**config.mk**
```make
export PLATFORM = sky130hd
export DESIGN_NAME = atp_ctrl
export DESIGN_NICKNAME = d
export VERILOG_FILES = /design/src/design/atp_pkg.sv /design/src/design/atp_ctrl.sv
export SDC_FILE = /design/constraint.sdc
export NUM_CORES = 1
export LEC_CHECK = 0
export CORE_AREA = 3 3 40 42
export DETAILED_ROUTE_END_ITERATION = 8
export DIE_AREA = 0 0 43 45
export DONT_BUFFER_PORTS = 1
export PLACE_DENSITY_LB_ADDON = 0.2
export SETUP_SLACK_MARGIN = 0.05
export SYNTH_ARGS = -nofsm -noshare
export SYNTH_HDL_FRONTEND = slang
export SYNTH_SLANG_ARGS = --single-unit
```
**constraint.sdc**
```tcl
create_clock -name clk -period 2.5 [get_ports clk]
set_input_delay 0.625 -clock clk [delete_from_list [all_inputs] [get_ports clk]]
set_output_delay 0.625 -clock clk [all_outputs]
set_load 0.02 [all_outputs]
```
**src/design/atp_pkg.sv**
```systemverilog
// ----------------------------------------------------------------------------
// atp_pkg
// Shared types, constants and a helper function of the angle tracking PLL.
// ----------------------------------------------------------------------------
package atp_pkg;

    // Width of the angle accumulator and resolution of the sine lookup.
    localparam int ANGLE_BITS      = 16;
    localparam int SINE_TABLE_BITS = 10;
    localparam int TABLE_SHIFT     = 16 - SINE_TABLE_BITS;

    // Clears the phase bits below the sine table resolution.
    localparam logic [15:0] PHASE_MASK = 16'(16'hFFFF << TABLE_SHIFT);
    localparam logic [15:0] QUARTER_TURN = 16'h4000;
    localparam logic [16:0] Z_FULL = 17'd32768;

    // Polynomial coefficients of the quarter-wave sine, Q15.
    localparam logic [15:0] COEF_A = 16'd51437;
    localparam logic [15:0] COEF_B = 16'd20954;
    localparam logic [24:0] COEF_C = 25'd2285;

    // Configuration port.
    localparam int GAIN_BITS      = 24;
    localparam int CFG_INDEX_BITS = 1;
    localparam logic [CFG_INDEX_BITS-1:0] REG_PROP_GAIN  = 1'b0;
    localparam logic [CFG_INDEX_BITS-1:0] REG_INTEG_GAIN = 1'b1;
    localparam logic [GAIN_BITS-1:0] PROP_GAIN_RESET  = 24'd20861;
    localparam logic [GAIN_BITS-1:0] INTEG_GAIN_RESET = 24'd2086;

    typedef enum logic [3:0] {
        ST_IDLE,
        ST_POLY1,
        ST_POLY2,
        ST_POLY3,
        ST_POLY4,
        ST_MIX,
        ST_ERR,
        ST_INTEG,
        ST_GAIN,
        ST_FREQ
    } state_t;

    typedef enum logic [3:0] {
        OP_NONE,
        OP_POLY1,
        OP_POLY2,
        OP_POLY3,
        OP_POLY4,
        OP_MIX,
        OP_ERR,
        OP_INTEG,
        OP_GAIN,
        OP_FREQ
    } op_t;

    typedef struct packed {
        logic load;
        op_t  op;
    } ctrl_cmd_t;

    typedef struct packed {
        logic out_free;
    } dp_status_t;

    // Angle accumulator scaled to a 16-bit fraction of a turn.
    function automatic logic [15:0] turn_phase(input logic [ANGLE_BITS-1:0] ang);
        logic [ANGLE_BITS+15:0] wide;
        wide = {ang, 16'h0000};
        return 16'(wide >> ANGLE_BITS);
    endfunction

endpackage

```
**src/design/atp_ctrl.sv**
```systemverilog
// ----------------------------------------------------------------------------
// atp_ctrl
// Sequencer that steps the datapath through one loop update per item.
// ----------------------------------------------------------------------------
module atp_ctrl (
    input  logic                  clk,
    input  logic                  rst_n,
    input  logic                  in_valid,
    output logic                  in_stall,
    input  atp_pkg::dp_status_t   status,
    output atp_pkg::ctrl_cmd_t    cmd
);

    atp_pkg::state_t state_reg;
    atp_pkg::state_t state_next;

    always_ff @(posedge clk or negedge rst_n)
    begin
        if (!rst_n)
        begin
            state_reg <= atp_pkg::ST_IDLE;
        end
        else
        begin
            state_reg <= state_next;
        end
    end

    always_comb
    begin
        state_next = state_reg;
        case (state_reg)
            atp_pkg::ST_IDLE:
            begin
                if (in_valid)
                begin
                    state_next = atp_pkg::ST_POLY1;
                end
            end
            atp_pkg::ST_POLY1: state_next = atp_pkg::ST_POLY2;
            atp_pkg::ST_POLY2: state_next = atp_pkg::ST_POLY3;
            atp_pkg::ST_POLY3: state_next = atp_pkg::ST_POLY4;
            atp_pkg::ST_POLY4: state_next = atp_pkg::ST_MIX;
            atp_pkg::ST_MIX:   state_next = atp_pkg::ST_ERR;
            atp_pkg::ST_ERR:   state_next = atp_pkg::ST_INTEG;
            atp_pkg::ST_INTEG: state_next = atp_pkg::ST_GAIN;
            atp_pkg::ST_GAIN:  state_next = atp_pkg::ST_FREQ;
            atp_pkg::ST_FREQ:
            begin
                // The result register must be free before the state commits.
                if (status.out_free)
                begin
                    state_next = atp_pkg::ST_IDLE;
                end
            end
            default: state_next = atp_pkg::ST_IDLE;
        endcase
    end

    always_comb
    begin
        in_stall = 1'b1;
        cmd.load = 1'b0;
        cmd.op   = atp_pkg::OP_NONE;
        case (state_reg)
            atp_pkg::ST_IDLE:
            begin
                in_stall = 1'b0;
                cmd.load = in_valid;
            end
            atp_pkg::ST_POLY1: cmd.op = atp_pkg::OP_POLY1;
            atp_pkg::ST_POLY2: cmd.op = atp_pkg::OP_POLY2;
            atp_pkg::ST_POLY3: cmd.op = atp_pkg::OP_POLY3;
            atp_pkg::ST_POLY4: cmd.op = atp_pkg::OP_POLY4;
            atp_pkg::ST_MIX:   cmd.op = atp_pkg::OP_MIX;
            atp_pkg::ST_ERR:   cmd.op = atp_pkg::OP_ERR;
            atp_pkg::ST_INTEG: cmd.op = atp_pkg::OP_INTEG;
            atp_pkg::ST_GAIN:  cmd.op = atp_pkg::OP_GAIN;
            atp_pkg::ST_FREQ:
            begin
                if (status.out_free)
                begin
                    cmd.op = atp_pkg::OP_FREQ;
                end
            end
            default: cmd.op = atp_pkg::OP_NONE;
        endcase
    end

endmodule

```
### Word-level counts from Yosys, hierarchy flattened

Cells that the tools add are included.
W data, S select, Z words.

| storage, ports and cells | value |
|---|---|
| input port bits | 4 |
| bits in registers | 4 |
| logic and storage cells | 21 |

| operators by class | value |
|---|---|
| equal/unequal tests | 11 |
| muxes and demuxes | 7 |
| reduce and logical (&&, ||, !) cells | 2 |

Operators by type and width:

| operator | number |
|---|---|
| $pmux W4 S10 | 1 |
| $pmux W4 S9 | 1 |
| $eq A4 B3 Y1 const B | 4 |
| $mux W4 | 3 |
| $eq A4 B2 Y1 const B | 2 |
| $eq A4 B4 Y1 const B | 2 |
| $eq A4 B1 Y1 const B | 1 |
| $logic_not A4 Y1 | 1 |
| $ne A2 B2 Y1 const B | 2 |
| $mux W1 | 2 |
| $reduce_and A2 Y1 | 1 |

### Logic depth before layout (Yosys ltp)

Gate-level depths: netlist of the first run.

| logic depth | value |
|---|---|
| word-level depth | 3 |
| mapped depth | 3 |
| depth with buffers taken out | 2 |

### Least setup slack after synthesis of the first run

Ideal clock, no wire load.

| timing path | value |
|---|---|
| path type | input -> output |
| from | input status |
| to | output cmd[0] (netlist name) |
| data required time | 1.875 ns |
| data arrival time | 1.466 ns |
| buffers on the path | 0 |
| slack | 0.409 ns |
| cell stages on the path | 2 |
| path through | or3b_1 -> a21boi_0 |

RTL lines:

| element | RTL line | source |
|---|---|---|
| start, declared | atp_ctrl.sv:10 | `input atp_pkg::dp_status_t status,` |
| end, declared | atp_ctrl.sv:11 | `output atp_pkg::ctrl_cmd_t cmd` |

==> impl_metrics.py, run 1 <==
metrics = {
    "sta": {
        "worst_pin_slew_ns": 0.458,
        "min_period_ns": 2.13,
        "rsz0062_at_grt": "false",
        "setup_ws_ns": 0.374,
        "finalMaxSlewViolations": 0,
        "fmax_mhz": 470,
        "finalSetupViolCount": 0,
        "maxSlewHeadroom_pct": 69.6,
        "hold_viol_final": 0,
        "setup-tns-final_ns": 0,
        "skew_ns": 0.00477,
        "timing.final.crit_share_pct": 85.0,
    },
    "synth": {
        "synth_warnings": 0,
        "synth.avg_cell_area_um2": 9.45,
        "ys_seq_area_share_pct": 39.2,
        "syn-num-nets": 31,
        "ys_types": 19,
        "postSynthCellCount": 27,
        "synth-seq-cells": 4,
        "netlist_area_um2": 255,
    },
    "clocking": {
        "clk_pin_slew_ns": 0.04,
        "clock_path_buffers": 2,
        "htreeDepth": 1,
        "holdBufCountCts": 0,
        "clock-sinks": 4,
        "cts_buffers": 3,
        "worstSkewPairLatency_ns": 0.24,
        "cts_tree": "done",
        "cts-root-buf": "clkbuf_4",
        "cts_resized": 0,
        "post_cts_buffers": 0,
    },
    "worst_setup_path": {
        "setup.worst_path.start_class": "register",
        "reg2reg_from": "state_reg[1]$_DFFE_PN0P_",
        "cp-startpoint": "state_reg[1]$_DFFE_PN0P_",
        "r2r_slack_ns": 1.37,
        "cp-end-kind": "output pin",
        "required_ns": 1.88,
        "critical_path_class": "reg -> out",
        "cp.arrival_ns": 1.50,
        "crit_fanout": 9,
        "reg2reg_to": "state_reg[0]$_DFFE_PN0P_",
        "rr_worst_depth": 2,
    },
    "cells_and_area": {
        "syn_to_final_growth_pct": 12.7,
        "final_cell_area_um2": 288,
        "diodes": 0,
        "num-nets-final": 35,
        "final_cells": 44,
        "largest_reg_flops": 4,
        "fillCellCount": 148,
        "fin_util_pct": 22.4,
        "drive_above_1_share_pct": 24.1,
    },
    "detailed_routing": {
        "wirelength_um": 468,
        "drcViolationCount": 0,
        "first_pass_iters": 4,
        "drtAntennaViolNets": 0,
        "wl_per_cell_um": 10.6,
        "vias": 185,
        "viasPerCell": 4.20,
        "drtIter0Drc": 2,
    },
    "placement": {
        "pre_cts_ws_ns": 0.593,
        "placedCellCount": 41,
        "gp_routability_congestion": 0.644,
        "placed_area_um2": 265,
        "io_buffers": 0,
    },
    "floorplanning": {
        "core_um2": 1280,
        "io_pins": 10,
        "die_width_um": 43,
        "fp-row-count": 13,
        "start_util_pct": 19.9,
        "die_height_um": 45,
        "die-area_um2": 1940,
    },
    "pwr": {
        "power_density_nw_per_um2": 1550,
        "p_int_mw": 0.244,
        "vdd_drop_max_v": 0.000325,
        "p_sw_mw": 0.201,
        "power_switching_share_pct": 45.2,
        "pwr-share-clk_pct": 18.2,
        "combPwrFrac_pct": 46.8,
        "p_leak_nw": 0.125,
        "p_seq_share_pct": 35.1,
    },
    "min_path": {
        "hp-class": "in -> async",
    },
    "job": {
        "drv_cap": 0,
    },
    "grt": {
        "grtUsageTotal_pct": 5.51,
        "globalRouteOverflowTotal": 0,
        "grt_max_degree": 10,
        "grt_pass1_vias": 178,
        "grt_pass1_wl_um": 710,
        "antenna_found_initial": 0,
    },
    "status": {
        "status": "complete, no violations",
    },
}
## metal layers
layer | GRT usage, % | vias to the layer above | wire length (µm) | share of wire (%)
met4 | 9.04 | 0 | 17 | 3.6
li1 | - | 97 | - | -
met2 | 7.19 | 8 | 232 | 50
met5 | 0 | - | 0 | 0
met3 | 2.79 | 2 | 42 | 9.0
met1 | 4.87 | 78 | 176 | 38
## metrics by stage
step | total power [mW] | hold WS (ns)
after floorplan | 0.346 | 0.329
after global placement | 0.373 | 0.330
after detailed placement | 0.370 | 0.330
after CTS | 0.454 | 0.0729
after global routing | 0.488 | 0.0668
final | 0.445 | 0.0814
## cell usage after synthesis
cell type / instances / area share, %
inv_1: 1 / 1.5
and2b_2: 2 / 6.9
nand3b_1: 1 / 2.9
xnor2_1: 1 / 3.4
a21oi_1: 2 / 3.9
nand2_1: 1 / 1.5
buf_2: 1 / 2.0
o2bb2ai_1: 1 / 3.4
or3b_1: 2 / 6.9
dfrtp_1: 4 / 39
a21boi_0: 1 / 2.9
a21bo_2: 1 / 3.9
and3_1: 1 / 2.5
o21ai_1: 1 / 2.0
nor2_1: 3 / 4.4
nand4b_1: 1 / 3.4
and2_1: 1 / 2.5
buf_6: 1 / 4.4
or3_1: 1 / 2.5
## power groups by stage
stage               Sequential [mW]  Combinational (mW)  Clock (mW)
global route                  0.167               0.231      0.0902
floorplan                     0.118               0.228           0
CTS                           0.157               0.212      0.0854
global placement              0.159               0.214           0
detailed placement            0.158               0.212           0
finish                        0.156               0.208      0.0809
## cell type report
class	count	area (µm²)	share of cell area, %
Tap cell	15	18.8	6.52
Inverter	1	3.75	1.30
Clock buffer	3	22.5	7.83
Sequential cell	4	100	34.8
Timing Repair Buffer	1	7.51	2.61
Multi-Input combinational cell	20	135	47.0
## logic make-up (layout without fill, tap and decap cells)
group           after synthesis  in the layout  synth area share [%]
buf+inv                       3              5                  7.84
xor+xnor                      1              1                  3.43
flops                         4              4                  39.2
simple gates                 13             13                  33.3
compound gates                6              6                  16.2
## worst max path at each step
stage | end | depth (start not counted)
after floorplan | cmd[0] | 2
after global placement | cmd[0] | 3
after detailed placement | cmd[0] | 3
after CTS | cmd[3] | 2
after global routing | cmd[3] | 2
final | cmd[3] | 2
## cells in the final DEF (no fill, tap or decap)
cell type	count
o21ai_1	1
or3b_1	2
o2bb2ai_1	1
nand3b_1	1
nand2_1	1
a21bo_2	1
and2_1	1
a21oi_1	2
and2b_2	2
and3_1	1
nand4b_1	1
dfrtp_1	4
nor2_1	3
or3_1	1
inv_1	1
a21boi_0	1
xnor2_1	1
clkbuf_4	3
buf_4	1
## critical path: stages, from the launching register on
cell and delay, ns:
dfrtp_1 0.46, or3b_1 0.41, a21oi_1 0.39
Power figures use the tool's default switching activity.
==> inputs of run 2 (changes only) <==
--- a/config.mk
+++ b/config.mk
@@ -9,6 +9,7 @@
 export DETAILED_ROUTE_END_ITERATION = 8
 export DIE_AREA = 0 0 43 45
 export DONT_BUFFER_PORTS = 1
+export MAX_ROUTING_LAYER = met4
 export PLACE_DENSITY_LB_ADDON = 0.2
 export SETUP_SLACK_MARGIN = 0.05
 export SYNTH_ARGS = -nofsm -noshare
==> impl_metrics.py, run 2 (synthesized netlist as in run 1, its figures left out) <==
metrics = {
    "floorplanning": {
        "fp-row-count": 13,
        "start_util_pct": 19.9,
        "die-area_um2": 1940,
        "die_height_um": 45,
        "core_um2": 1280,
        "io_pins": 10,
        "die_width_um": 43,
    },
    "sta": {
        "maxSlewHeadroom_pct": 69.6,
        "fmax_mhz": 470,
        "hold_viol_final": 0,
        "finalMaxSlewViolations": 0,
        "worst_pin_slew_ns": 0.458,
        "timing.final.crit_share_pct": 85.1,
        "rsz0062_at_grt": "false",
        "finalSetupViolCount": 0,
        "min_period_ns": 2.13,
        "skew_ns": 0.00477,
        "setup-tns-final_ns": 0,
    },
    "cells_and_area": {
        "drive_above_1_share_pct": 24.1,
        "fillCellCount": 148,
        "num-nets-final": 35,
        "largest_reg_flops": 4,
        "final_cell_area_um2": 288,
        "final_common_cell": "dfrtp_1",
        "mostFrequentLayoutCells": "dfrtp_1 (4), nor2_1 (3), clkbuf_4 (3)",
        "diodes": 0,
        "syn_to_final_growth_pct": 12.7,
    },
    "worst_setup_path": {
        "rr_worst_depth": 2,
        "cp.arrival_ns": 1.50,
        "crit_fanout": 9,
        "reg2reg_to": "state_reg[0]$_DFFE_PN0P_",
        "reg2reg_from": "state_reg[1]$_DFFE_PN0P_",
        "r2r_slack_ns": 1.37,
        "critical_path_class": "reg -> out",
        "required_ns": 1.88,
        "setup.worst_path.start_class": "register",
        "cp-end-kind": "output pin",
    },
    "placement": {
        "gp_routability_congestion": 0.650,
        "placed_area_um2": 265,
        "io_buffers": 0,
    },
    "clocking": {
        "holdBufCountCts": 0,
        "clock-sinks": 4,
        "clock_path_buffers": 2,
        "cts_buffers": 3,
        "htreeDepth": 1,
        "clk_pin_slew_ns": 0.04,
        "cts-root-buf": "clkbuf_4",
        "post_cts_buffers": 0,
        "cts_resized": 0,
        "cts_tree": "done",
        "worstSkewPairLatency_ns": 0.24,
    },
    "grt": {
        "grt_pass1_vias": 179,
        "grt_pass1_wl_um": 710,
        "globalRouteOverflowTotal": 0,
        "grt_max_degree": 10,
        "grtUsageTotal_pct": 5.68,
        "antenna_found_initial": 0,
    },
    "detailed_routing": {
        "first_pass_iters": 4,
        "drtAntennaViolNets": 0,
        "vias": 186,
        "wl_per_cell_um": 10.7,
        "viasPerCell": 4.23,
        "drtIter0Drc": 2,
        "drcViolationCount": 0,
        "wirelength_um": 469,
    },
    "pwr": {
        "vdd_drop_max_v": 0.000326,
        "p_leak_nw": 0.125,
        "power_density_nw_per_um2": 1550,
    },
    "job": {
        "drv_cap": 0,
    },
    "min_path": {
        "hp-class": "in -> async",
    },
    "status": {
        "status": "complete, no violations",
    },
}
==> run 2: cell counts in the layout (fill, tap and decap cells not counted) <==
No cell type changed its count.
==> run 2: through the flow <==
step           power [mW]  std cells  util [%]  setup slack, ns  hold WS, ns
6_report            0.446         44      22.4            0.373       0.0814
5_1_grt             0.488         44      22.4            0.303       0.0668
4_1_cts             0.454         44      22.4            0.354       0.0729
3_5_place_dp        0.370         41      20.6            0.593        0.330
3_3_place_gp        0.373         41      20.6            0.593        0.330
2_1_floorplan       0.346         27         -            0.409        0.329
==> run 2: power by group <==
group / total, mW / internal (mW) / switching, mW / leakage, nW
combinational: 0.209 / 0.0930 / 0.116 / 0.0614
sequential: 0.156 / 0.0973 / 0.0591 / 0.0500
clock: 0.0809 / 0.0537 / 0.0271 / 0.0138
total: 0.446 / 0.244 / 0.202 / 0.125
==> run 2: critical path: stages (launching register included) <==
cell and delay [ns]:
dfrtp_1 0.46, or3b_1 0.41, a21oi_1 0.39
==> run 2: area by class of cell <==
class	instances	area, µm²	share of cell area (%)
Clock buffer	3	22.5	7.83
Inverter	1	3.75	1.30
Multi-Input combinational cell	20	135	47.0
Sequential cell	4	100	34.8
Tap cell	15	18.8	6.52
Timing Repair Buffer	1	7.51	2.61
==> run 2: how the worst max path moves through the flow <==
| stage | cells after the start | slack (ns) | from | end |
|---|---|---|---|---|
| 6_report | 2 | 0.37 | state_reg[1]$_DFFE_PN0P_ | cmd[3] |
| 4_1_cts | 2 | 0.35 | state_reg[1]$_DFFE_PN0P_ | cmd[3] |
| 3_5_place_dp | 3 | 0.59 | status | cmd[0] |
| 5_1_grt | 2 | 0.30 | state_reg[1]$_DFFE_PN0P_ | cmd[3] |
| 3_3_place_gp | 3 | 0.59 | status | cmd[0] |
| 2_1_floorplan | 2 | 0.41 | status | cmd[0] |
==> run 2: metal layers <==
metal | up-vias | track usage (%) | share of wire [%]
met4 | 0 | 9.04 | 3.6
met5 | - | - | 0
li1 | 96 | - | -
met1 | 80 | 5.35 | 40
met3 | 2 | 1.99 | 7.0
met2 | 8 | 7.19 | 49
==> inputs of run 3 (changes only) <==
--- a/config.mk
+++ b/config.mk
@@ -6,11 +6,13 @@
 export NUM_CORES = 1
 export LEC_CHECK = 0
 export CORE_AREA = 3 3 40 42
+export CTS_BUF_LIST = sky130_fd_sc_hd__clkbuf_8
 export DETAILED_ROUTE_END_ITERATION = 8
 export DIE_AREA = 0 0 43 45
 export DONT_BUFFER_PORTS = 1
 export MAX_ROUTING_LAYER = met4
 export PLACE_DENSITY_LB_ADDON = 0.2
+export RECOVER_POWER = 25
 export SETUP_SLACK_MARGIN = 0.05
 export SYNTH_ARGS = -nofsm -noshare
 export SYNTH_HDL_FRONTEND = slang
==> impl_metrics.py, run 3 (synthesized netlist as in run 1, its figures left out) <==
metrics = {
    "clocking": {
        "clock_path_buffers": 2,
        "cts-root-buf": "clkbuf_8",
        "post_cts_buffers": 0,
        "htreeDepth": 1,
        "clock-sinks": 4,
        "holdBufCountCts": 0,
        "cts_resized": 0,
        "cts_buffers": 3,
        "cts_tree": "done",
        "worstSkewPairLatency_ns": 0.22,
        "clk_pin_slew_ns": 0.03,
    },
    "cells_and_area": {
        "mostFrequentLayoutCells": "dfrtp_1 (4), nor2_1 (3), clkbuf_8 (3)",
        "drive_above_1_share_pct": 24.1,
        "diodes": 0,
        "syn_to_final_growth_pct": 20.1,
        "final_cell_area_um2": 307,
        "fillCellCount": 147,
        "num-nets-final": 35,
        "final_common_cell": "dfrtp_1",
        "largest_reg_flops": 4,
    },
    "sta": {
        "timing.final.crit_share_pct": 84.3,
        "rsz0062_at_grt": "false",
        "finalSetupViolCount": 0,
        "setup-tns-final_ns": 0,
        "finalMaxSlewViolations": 0,
        "worst_pin_slew_ns": 0.456,
        "min_period_ns": 2.11,
        "hold_viol_final": 0,
        "skew_ns": 0.00287,
        "maxSlewHeadroom_pct": 69.7,
        "fmax_mhz": 475,
    },
    "detailed_routing": {
        "drtAntennaViolNets": 0,
        "vias": 188,
        "drcViolationCount": 0,
        "viasPerCell": 4.27,
        "wl_per_cell_um": 10.8,
        "drtIter0Drc": 2,
        "first_pass_iters": 4,
        "wirelength_um": 477,
    },
    "worst_setup_path": {
        "reg2reg_from": "state_reg[1]$_DFFE_PN0P_",
        "reg2reg_to": "state_reg[0]$_DFFE_PN0P_",
        "critical_path_class": "reg -> out",
        "r2r_slack_ns": 1.36,
        "cp-startpoint": "state_reg[1]$_DFFE_PN0P_",
        "rr_worst_depth": 2,
        "cp.arrival_ns": 1.48,
        "setup.worst_path.start_class": "register",
        "cp-end-kind": "output pin",
        "crit_fanout": 9,
        "crit_path_end": "cmd[3]",
        "required_ns": 1.88,
    },
    "pwr": {
        "power_switching_share_pct": 41.6,
        "p_leak_nw": 0.133,
        "vdd_drop_max_v": 0.000331,
        "combPwrFrac_pct": 41.6,
        "finalPower_mw": 0.502,
        "p_int_mw": 0.293,
        "power_density_nw_per_um2": 1640,
        "pwr-share-clk_pct": 27.2,
        "p_sw_mw": 0.209,
        "p_seq_share_pct": 31.2,
    },
    "grt": {
        "grtUsageTotal_pct": 6.02,
        "grt_pass1_wl_um": 738,
        "antenna_found_initial": 0,
        "globalRouteOverflowTotal": 0,
        "grt_max_degree": 10,
        "grt_pass1_vias": 180,
    },
    "job": {
        "drv_cap": 0,
    },
    "status": {
        "status": "complete, no violations",
    },
    "min_path": {
        "hp-class": "in -> async",
    },
    "floorplanning": {
        "start_util_pct": 19.9,
        "die_height_um": 45,
        "io_pins": 10,
        "die_width_um": 43,
        "core_um2": 1280,
        "die-area_um2": 1940,
        "fp-row-count": 13,
    },
    "placement": {
        "gp_routability_congestion": 0.650,
        "io_buffers": 0,
        "placed_area_um2": 265,
    },
}
run 3: how the worst min path moves through the flow:
stage          slack, ns   from                        to
6_report            0.10  rst_n  state_reg[1]$_DFFE_PN0P_
5_1_grt              0.1  rst_n  state_reg[1]$_DFFE_PN0P_
4_1_cts              0.1  rst_n  state_reg[1]$_DFFE_PN0P_
3_5_place_dp        0.33  rst_n  state_reg[0]$_DFFE_PN0P_
3_3_place_gp        0.33  rst_n  state_reg[2]$_DFFE_PN0P_
2_1_floorplan       0.33  rst_n  state_reg[0]$_DFFE_PN0P_
run 3: area by class of cell:
type | instances | area [µm²] | area share, %
flip-flops and latches | 4 | 100 | 32.7
repair buffers | 1 | 7.51 | 2.45
multi-input cells | 20 | 135 | 44.1
inverters | 1 | 3.75 | 1.22
well taps | 15 | 18.8 | 6.12
clock buffers | 3 | 41.3 | 13.5
run 3: stage by stage:
stage                     util, %  std cells  worst slack, ns  hold slack [ns]
after floorplan                 -         27            0.409            0.329
after global placement       20.6         41            0.593            0.330
after detailed placement     20.6         41            0.593            0.330
after CTS                    23.9         44            0.380           0.0982
after global routing         23.9         44            0.334           0.0963
final                        23.9         44            0.394            0.102
run 3: power groups by stage:
stage	clock, mW	combinational [mW]	sequential (mW)
final	0.137	0.209	0.157
after global routing	0.145	0.231	0.167
after CTS	0.140	0.212	0.157
after detailed placement	0	0.212	0.158
after global placement	0	0.214	0.159
after floorplan	0	0.228	0.118
run 3: layer usage:
| metal | vias to the layer above | track usage, % | wire length [µm] |
|---|---|---|---|
| met4 | 0 | 9.04 | 25 |
| met5 | - | - | 0 |
| met2 | 9 | 7.19 | 222 |
| met1 | 80 | 5.60 | 191 |
| met3 | 3 | 3.19 | 36 |
| li1 | 96 | - | - |
run 3: worst max-delay path, cell delays in order, from the launching register on:
cell     delay [ns]
dfrtp_1        0.46
or3b_1         0.42
a21oi_1        0.39
